File: config.mk
export PLATFORM = sky130hd
export DESIGN_NAME = ipv4_ttl_decrement_checksum_update_core
export DESIGN_NICKNAME = d
export VERILOG_FILES = /design/src/ittl_pkg.sv /design/src/ittl_hdr_accum.sv /design/src/ittl_result.sv /design/src/ipv4_ttl_decrement_checksum_update_core.sv
export SDC_FILE = /design/constraint.sdc
export NUM_CORES = 1
export LEC_CHECK = 0
export BUFFER_PORTS_ARGS = -buffer_cell sky130_fd_sc_hd__buf_4
export CAP_MARGIN = 20
export CORE_ASPECT_RATIO = 0.7
export CORE_UTILIZATION = 56
export CTS_CLUSTER_DIAMETER = 100
export DETAILED_ROUTE_END_ITERATION = 10
export GPL_TIMING_DRIVEN = 0
export PLACE_DENSITY = 0.86
export SYNTH_ARGS = -nofsm -noshare
export SYNTH_HDL_FRONTEND = slang
export SYNTH_SLANG_ARGS = --single-unit
File: constraint.sdc
create_clock -name clk_i -period 5.8 [get_ports clk_i]
set_input_delay 0 -clock clk_i [delete_from_list [all_inputs] [get_ports clk_i]]
set_output_delay 0 -clock clk_i [all_outputs]
set_load 0.02 [all_outputs]
File: src/ittl_pkg.sv
`timescale 1ns / 1ps
// ----------------------------------------------------------------------------
// ittl_pkg
// Shared types, codes and ones' complement helper for the IPv4 TTL
// decrement / checksum update core.
// ----------------------------------------------------------------------------
package ittl_pkg;

  // Result status codes
  localparam logic [1:0] STATUS_FORWARD = 2'd0;
  localparam logic [1:0] STATUS_BADSUM  = 2'd1;
  localparam logic [1:0] STATUS_EXPIRED = 2'd2;

  // Header offsets of interest
  localparam logic [5:0] POS_TTL     = 6'd8;
  localparam logic [5:0] POS_CSUM_HI = 6'd10;
  localparam logic [5:0] POS_CSUM_LO = 6'd11;

  localparam logic [15:0] SUM_GOOD = 16'hffff;

  // Header state captured when the last byte transfers
  typedef struct packed {
    logic [15:0] sum;       // folded sum of completed words
    logic [7:0]  pend;      // trailing high byte, low half missing
    logic        add_pend;  // odd byte count: pend still to be added
    logic [7:0]  ttl;
    logic [15:0] csum;
  } hdr_snap_t;

  // Ones' complement add with end-around carry
  function automatic logic [15:0] oc_add(input logic [15:0] a, input logic [15:0] b);
    logic [16:0] s;
    s = {1'b0, a} + {1'b0, b};
    return s[15:0] + {15'd0, s[16]};
  endfunction

endpackage

File: src/ittl_hdr_accum.sv
`timescale 1ns / 1ps
// ----------------------------------------------------------------------------
// ittl_hdr_accum
// Per-byte header walk: word pairing, running ones' complement sum and
// capture of the TTL and stored checksum. Clears after the last byte.
// ----------------------------------------------------------------------------
module ittl_hdr_accum (
  input  logic                clk_i,
  input  logic                rst_ni,
  input  logic                accept_i,
  input  logic [7:0]          header_byte_i,
  input  logic                last_byte_i,
  output ittl_pkg::hdr_snap_t snap_o
);

  logic [15:0] sum_q, sum_d;
  logic [5:0]  pos_q;
  logic [7:0]  pend_q, pend_d;
  logic [7:0]  ttl_q, ttl_d;
  logic [15:0] csum_q, csum_d;

  always_comb begin
    ttl_d  = ttl_q;
    csum_d = csum_q;
    if (pos_q == ittl_pkg::POS_TTL) begin
      ttl_d = header_byte_i;
    end else if (pos_q == ittl_pkg::POS_CSUM_HI) begin
      csum_d = {header_byte_i, csum_q[7:0]};
    end else if (pos_q == ittl_pkg::POS_CSUM_LO) begin
      csum_d = {csum_q[15:8], header_byte_i};
    end

    // even offset: high half of a word; odd offset closes the word
    if (!pos_q[0]) begin
      pend_d = header_byte_i;
      sum_d  = sum_q;
    end else begin
      pend_d = 8'd0;
      sum_d  = ittl_pkg::oc_add(sum_q, {pend_q, header_byte_i});
    end
  end

  always_comb begin
    snap_o.sum      = sum_d;
    snap_o.pend     = pend_d;
    snap_o.add_pend = ~pos_q[0];
    snap_o.ttl      = ttl_d;
    snap_o.csum     = csum_d;
  end

  always_ff @(posedge clk_i or negedge rst_ni) begin
    if (!rst_ni) begin
      sum_q  <= '0;
      pos_q  <= '0;
      pend_q <= '0;
      ttl_q  <= '0;
      csum_q <= '0;
    end else if (accept_i) begin
      if (last_byte_i) begin
        sum_q  <= '0;
        pos_q  <= '0;
        pend_q <= '0;
        ttl_q  <= '0;
        csum_q <= '0;
      end else begin
        sum_q  <= sum_d;
        pos_q  <= pos_q + 6'd1;  // wraps modulo 64
        pend_q <= pend_d;
        ttl_q  <= ttl_d;
        csum_q <= csum_d;
      end
    end
  end

endmodule

File: src/ittl_result.sv
`timescale 1ns / 1ps
// ----------------------------------------------------------------------------
// ittl_result
// Final checksum verdict, TTL decrement and RFC 1624 style incremental
// checksum update from a captured header snapshot.
// ----------------------------------------------------------------------------
module ittl_result (
  input  ittl_pkg::hdr_snap_t snap_i,
  input  logic                skip_mode_i,
  output logic [1:0]          status_o,
  output logic [7:0]          ttl_o,
  output logic [15:0]         csum_o
);

  logic [15:0] sum_fin;
  logic [7:0]  ttl_dec;
  logic [15:0] upd_acc;
  logic [15:0] upd_csum;

  always_comb begin
    sum_fin = snap_i.add_pend ? ittl_pkg::oc_add(snap_i.sum, {snap_i.pend, 8'd0})
                              : snap_i.sum;
    ttl_dec = snap_i.ttl - 8'd1;

    // HC' = ~(~HC + ~(ttl << 8) + (ttl' << 8))
    upd_acc  = ittl_pkg::oc_add(~snap_i.csum, ~{snap_i.ttl, 8'd0});
    upd_acc  = ittl_pkg::oc_add(upd_acc, {ttl_dec, 8'd0});
    upd_csum = ~upd_acc;

    if (!skip_mode_i && (sum_fin != ittl_pkg::SUM_GOOD)) begin
      status_o = ittl_pkg::STATUS_BADSUM;
      ttl_o    = snap_i.ttl;
      csum_o   = snap_i.csum;
    end else if (skip_mode_i && (ttl_dec == 8'd0)) begin
      status_o = ittl_pkg::STATUS_EXPIRED;
      ttl_o    = ttl_dec;
      csum_o   = snap_i.csum;
    end else begin
      status_o = ittl_pkg::STATUS_FORWARD;
      ttl_o    = ttl_dec;
      csum_o   = upd_csum;
    end
  end

endmodule

File: src/ipv4_ttl_decrement_checksum_update_core.sv
`timescale 1ns / 1ps
// ----------------------------------------------------------------------------
// ipv4_ttl_decrement_checksum_update_core
// IPv4 header walker: checksum check, TTL decrement, incremental checksum.
// ----------------------------------------------------------------------------
// Throughput: one header byte per cycle, across headers, unless the output stalls.
// Result path: after the last byte transfers, the header goes to the snapshot
//   register, then to the result register; an output stall holds it back.
// Reset: async active low; clears header state, pipeline valids and mode.
// ----------------------------------------------------------------------------
module ipv4_ttl_decrement_checksum_update_core (
  input  logic        clk_i,
  input  logic        rst_ni,
  input  logic        cfg_valid_i,
  output logic        cfg_ready_o,
  input  logic        skip_check_mode_i,
  input  logic        in_valid_i,
  output logic        in_ready_o,
  input  logic [7:0]  header_byte_i,
  input  logic        last_byte_i,
  output logic        out_valid_o,
  input  logic        out_ready_i,
  output logic [1:0]  status_o,
  output logic [7:0]  ttl_out_o,
  output logic [15:0] checksum_out_o
);

  logic                mode_q;
  logic                in_fire;
  logic                out_load;
  logic                fin_vld_q;
  ittl_pkg::hdr_snap_t snap_d, snap_q;
  logic [1:0]          status_d;
  logic [7:0]          ttl_d;
  logic [15:0]         csum_d;

  assign cfg_ready_o = 1'b1;

  assign out_load   = fin_vld_q && (!out_valid_o || out_ready_i);
  assign in_ready_o = !fin_vld_q || out_load;
  assign in_fire    = in_valid_i && in_ready_o;

  always_ff @(posedge clk_i or negedge rst_ni) begin
    if (!rst_ni) begin
      mode_q <= 1'b0;
    end else if (cfg_valid_i) begin
      mode_q <= skip_check_mode_i;
    end
  end

  ittl_hdr_accum u_accum (
    .clk_i         (clk_i),
    .rst_ni        (rst_ni),
    .accept_i      (in_fire),
    .header_byte_i (header_byte_i),
    .last_byte_i   (last_byte_i),
    .snap_o        (snap_d)
  );

  // Snapshot stage: holds a finished header until the result register frees
  always_ff @(posedge clk_i or negedge rst_ni) begin
    if (!rst_ni) begin
      fin_vld_q <= 1'b0;
    end else if (in_fire && last_byte_i) begin
      fin_vld_q <= 1'b1;
    end else if (out_load) begin
      fin_vld_q <= 1'b0;
    end
  end

  always_ff @(posedge clk_i) begin
    if (in_fire && last_byte_i) begin
      snap_q <= snap_d;
    end
  end

  ittl_result u_result (
    .snap_i      (snap_q),
    .skip_mode_i (mode_q),
    .status_o    (status_d),
    .ttl_o       (ttl_d),
    .csum_o      (csum_d)
  );

  always_ff @(posedge clk_i or negedge rst_ni) begin
    if (!rst_ni) begin
      out_valid_o <= 1'b0;
    end else if (out_load) begin
      out_valid_o <= 1'b1;
    end else if (out_ready_i) begin
      out_valid_o <= 1'b0;
    end
  end

  always_ff @(posedge clk_i) begin
    if (out_load) begin
      status_o       <= status_d;
      ttl_out_o      <= ttl_d;
      checksum_out_o <= csum_d;
    end
  end

endmodule

==> qor.txt <==
critical path required time -> 5.98 ns
share of flip-flops with an asynchronous set or reset -> 0.432
root buffer cell -> clkbuf_16
first-pass GRT wire length -> 34.4 mm
Worst slew margin -> 0.378
synthesized area -> 8460 um2
GR Overflow Total -> 0
Sw Share -> 0.309
outcome -> finished, violations left
Critical Path Most Common Cell -> a21oi_2
Crit Path Max Fanout -> 4
Top FF cell, synth -> edfxtp_1
clk_lat worst skew -> 0.43 ns
LEAKAGE -> 4.35 nW
placed cell area -> 9070 um2
fin cells -> 1,129
ant diodes -> 0
Clock Skew -> 0.0107 ns
Rows -> 37
synth-to-layout area growth -> 20.8%
Distinct cells, synth -> 72
die height -> 105 um
Clock Power Share -> 0.369
Fin. Hold Viols -> 0
Post-Route WL -> 22.9 mm
#FFs+latches synth -> 132
Total Die Area -> 15,600 um2
DRC errors left -> 0
worst vdd ir -> 0.254 mV
First DRT Iteration DRCs -> 804
RePlAce Congestion -> 0.954
P_sw -> 0.923 mW
Final HPWL DP -> 14.8 mm
Post-Syn Instances -> 818
actual slew at the worst max-slew pin -> 0.925 ns
Achievable Freq -> 171 MHz
initial core utilization -> 0.575
YS warnings -> 0
max incr delay on CP -> 0.37 ns
number of flops mapped to enable cells by yosys -> 75
Tcrit/Tclk final -> 1.01
TritonRoute pass-1 iters -> 6
fin util -> 0.694
Longest Clk Path Bufs -> 2
fin worst setup slack -> -0.0385 ns
htree depth -> 4
total power -> 2.99 mW
Comb pwr share -> 0.256
Power Internal -> 2.06 mW
io pins -> 44
max-cap viol count -> 0
kind of critical path -> reg2reg
Layout Nets -> 993
failing checks -> setup timing
placed cells -> 1,056
largest net degree at the start of global routing -> 58
Routed WL per cell -> 20.3 um
synthesized area per cell -> 10.3 um2
max-slew violation count -> 0
Hold Crit Class -> in2reg
Startpoint Class -> flip-flop
Final min period -> 5.84 ns
CTS tree -> built
RSZ-0062 raised after global routing -> true
final setup vio count -> 2
Num CTS Buffers -> 17
share of cells above drive strength 1 -> 0.219
share of power burned in registers -> 0.375
endpoint class of the critical path -> flip-flop
Die X-Extent -> 149 um
GRT Total Usage -> 0.289
Critical Path AT -> 6.02 ns
CTS clk-pin slew, worst paths -> 0.06 ns
CP top delay family -> simple AND/OR/NAND/NOR gates
core area -> 14,700 um2
sequential area share after synthesis -> 0.435
Synth Net Count -> 890
Finished Cell Area -> 10,200 um2
CP max-delay cell -> edfxtp_1
Pwr Density -> 292 nW/um2
via count -> 7,057
number of port buffers -> 41
CTS sink cnt -> 132
worst path bufs/invs -> 0
final hold slack -> 0.168 ns
initial antenna violation count -> 0
number of vias per cell -> 6.25
post-route ant nets -> 0
vias in the first global route -> 6,586
worst min-delay path, cell delays in order:
cell	delay [ns]
clkbuf_1	0.25
nor2_1	0.15
o21ai_0	0.07
o21ai_0	0.08
cell usage after synthesis (all sizes together) (4+ instances only):
cell / instances / area share
nand4: 14 / 0.011
o21ai: 53 / 0.034
and2: 5 / 0.0037
buf: 11 / 0.0092
a211oi: 5 / 0.0050
a21o: 16 / 0.014
o21a: 6 / 0.0053
xnor2: 67 / 0.069
or2: 7 / 0.0052
o21bai: 5 / 0.0044
nor4: 7 / 0.0059
nand2b: 10 / 0.0074
nor2b: 13 / 0.0096
dfrtp: 57 / 0.17
o31ai: 4 / 0.0035
ha: 54 / 0.080
and3: 9 / 0.0067
nor3: 15 / 0.0089
nand2: 63 / 0.028
and4: 7 / 0.0078
inv: 39 / 0.017
o211ai: 5 / 0.0044
a31oi: 11 / 0.0089
nor2: 55 / 0.025
a22o: 30 / 0.031
xor2: 26 / 0.027
nand3: 19 / 0.011
mux2: 30 / 0.040
clkbuf: 17 / 0.0075
a2111oi: 4 / 0.0049
a21boi: 4 / 0.0035
edfxtp: 75 / 0.27
a21oi: 41 / 0.025
path summary, 6_finish.rpt:
kind | start | endpoint | slack [ns] | cells past startpoint
max in group asynchronous | rst_ni | u_accum.ttl_q[5] | 5.10 | 2
hold reg to reg | fin_vld_q | out_valid_o | 0.49 | 1
min in group asynchronous | rst_ni | u_accum.pend_q[6] | 0.18 | 2
hold / removal | last_byte_i | u_accum.pos_q[2] | 0.17 | 4
setup / recovery | snap_q[1] | checksum_out_o[11] | -0.04 | 33
setup reg to reg | snap_q[1] | checksum_out_o[11] | -0.04 | 33
area by class of cell:
cell class / count / area (um2)
Fill cell: 1006 / 4500
Clock buffer: 19 / 433
Tap cell: 195 / 244
Timing Repair Buffer: 85 / 703
Buffer: 27 / 139
Sequential cell: 132 / 3680
Multi-Input combinational cell: 619 / 4720
Clock inverter: 13 / 158
Inverter: 39 / 146
stage by stage:
| step | setup TNS [ns] | worst slack [ns] |
|---|---|---|
| floorplan | 0 | 0.0614 |
| global placement | -5.75 | -0.818 |
| detailed placement | -9.25 | -1.07 |
| CTS | -0.0426 | -0.0250 |
| global route | -1.52 | -0.278 |
| finish | -0.0677 | -0.0385 |
state kept, by name (all words and copies together) (netlist names):
| name | flops |
|---|---|
| mode_q | 1 |
| ttl_out_o | 8 |
| u_accum.pos_q | 6 |
| u_accum.pend_q | 8 |
| snap_q | 49 |
| fin_vld_q | 1 |
| out_valid_o | 1 |
| status_o | 2 |
| u_accum.ttl_q | 8 |
| u_accum.csum_q | 16 |
| u_accum.sum_q | 16 |
| checksum_out_o | 16 |
power by group through the flow:
stage	registers [mW]	clock network (mW)	logic, mW
floorplan	1.15	0	0.479
global placement	1.14	0	0.643
detailed placement	1.14	0	0.672
CTS	1.12	1.10	0.713
global route	1.13	1.14	0.821
finish	1.12	1.10	0.764
logic make-up (layout without fill, tap and decap cells):
group / after synthesis / after routing / synth area share
simple gates: 238 / 238 / 0.146
compound gates: 199 / 199 / 0.160
flops: 132 / 132 / 0.435
xor+xnor: 93 / 93 / 0.0963
buf+inv: 67 / 183 / 0.0340
fa+ha+maj: 57 / 57 / 0.0870
mux: 31 / 31 / 0.0416
other cells: 1 / 1 / 0.000443
placed cells by master (no fill, tap or decap), drive strengths merged, types with 6 or more instances in the layout:
| cell type | count |
|---|---|
| dfrtp | 57 |
| edfxtp | 75 |
| a21oi | 41 |
| nor2 | 55 |
| clkbuf | 37 |
| nor4 | 7 |
| buf | 81 |
| or2 | 7 |
| inv | 40 |
| and3 | 9 |
| nor3 | 15 |
| o21ai | 53 |
| clkinv | 7 |
| and4 | 7 |
| nand4 | 14 |
| nand2 | 63 |
| nand3 | 19 |
| ha | 54 |
| a31oi | 11 |
| mux2 | 30 |
| nor2b | 13 |
| xnor2 | 67 |
| nand2b | 10 |
| dlygate4sd3 | 13 |
| xor2 | 26 |
| a22o | 30 |
| a21o | 16 |
| o21a | 6 |
metal layers:
metal	share of wire	up-vias	wire length, um	track usage
met1	0.42	3342	9730	0.417
met3	0.11	88	2500	0.0786
met5	0	-	0	0
met4	0.027	0	631	0.101
met2	0.44	426	10100	0.417
li1	-	3201	-	-
timing repair:
item | 4_1_cts | 5_1_grt
setup buffers | 19 | 10
hold endpoints to repair | 74 | 0
setup endpoints to repair | 16 | 13
hold buffers | 13 | 0
pin swaps | 23 | 27
resized for setup | 36 | 20
Power figures use the tool's default switching activity.
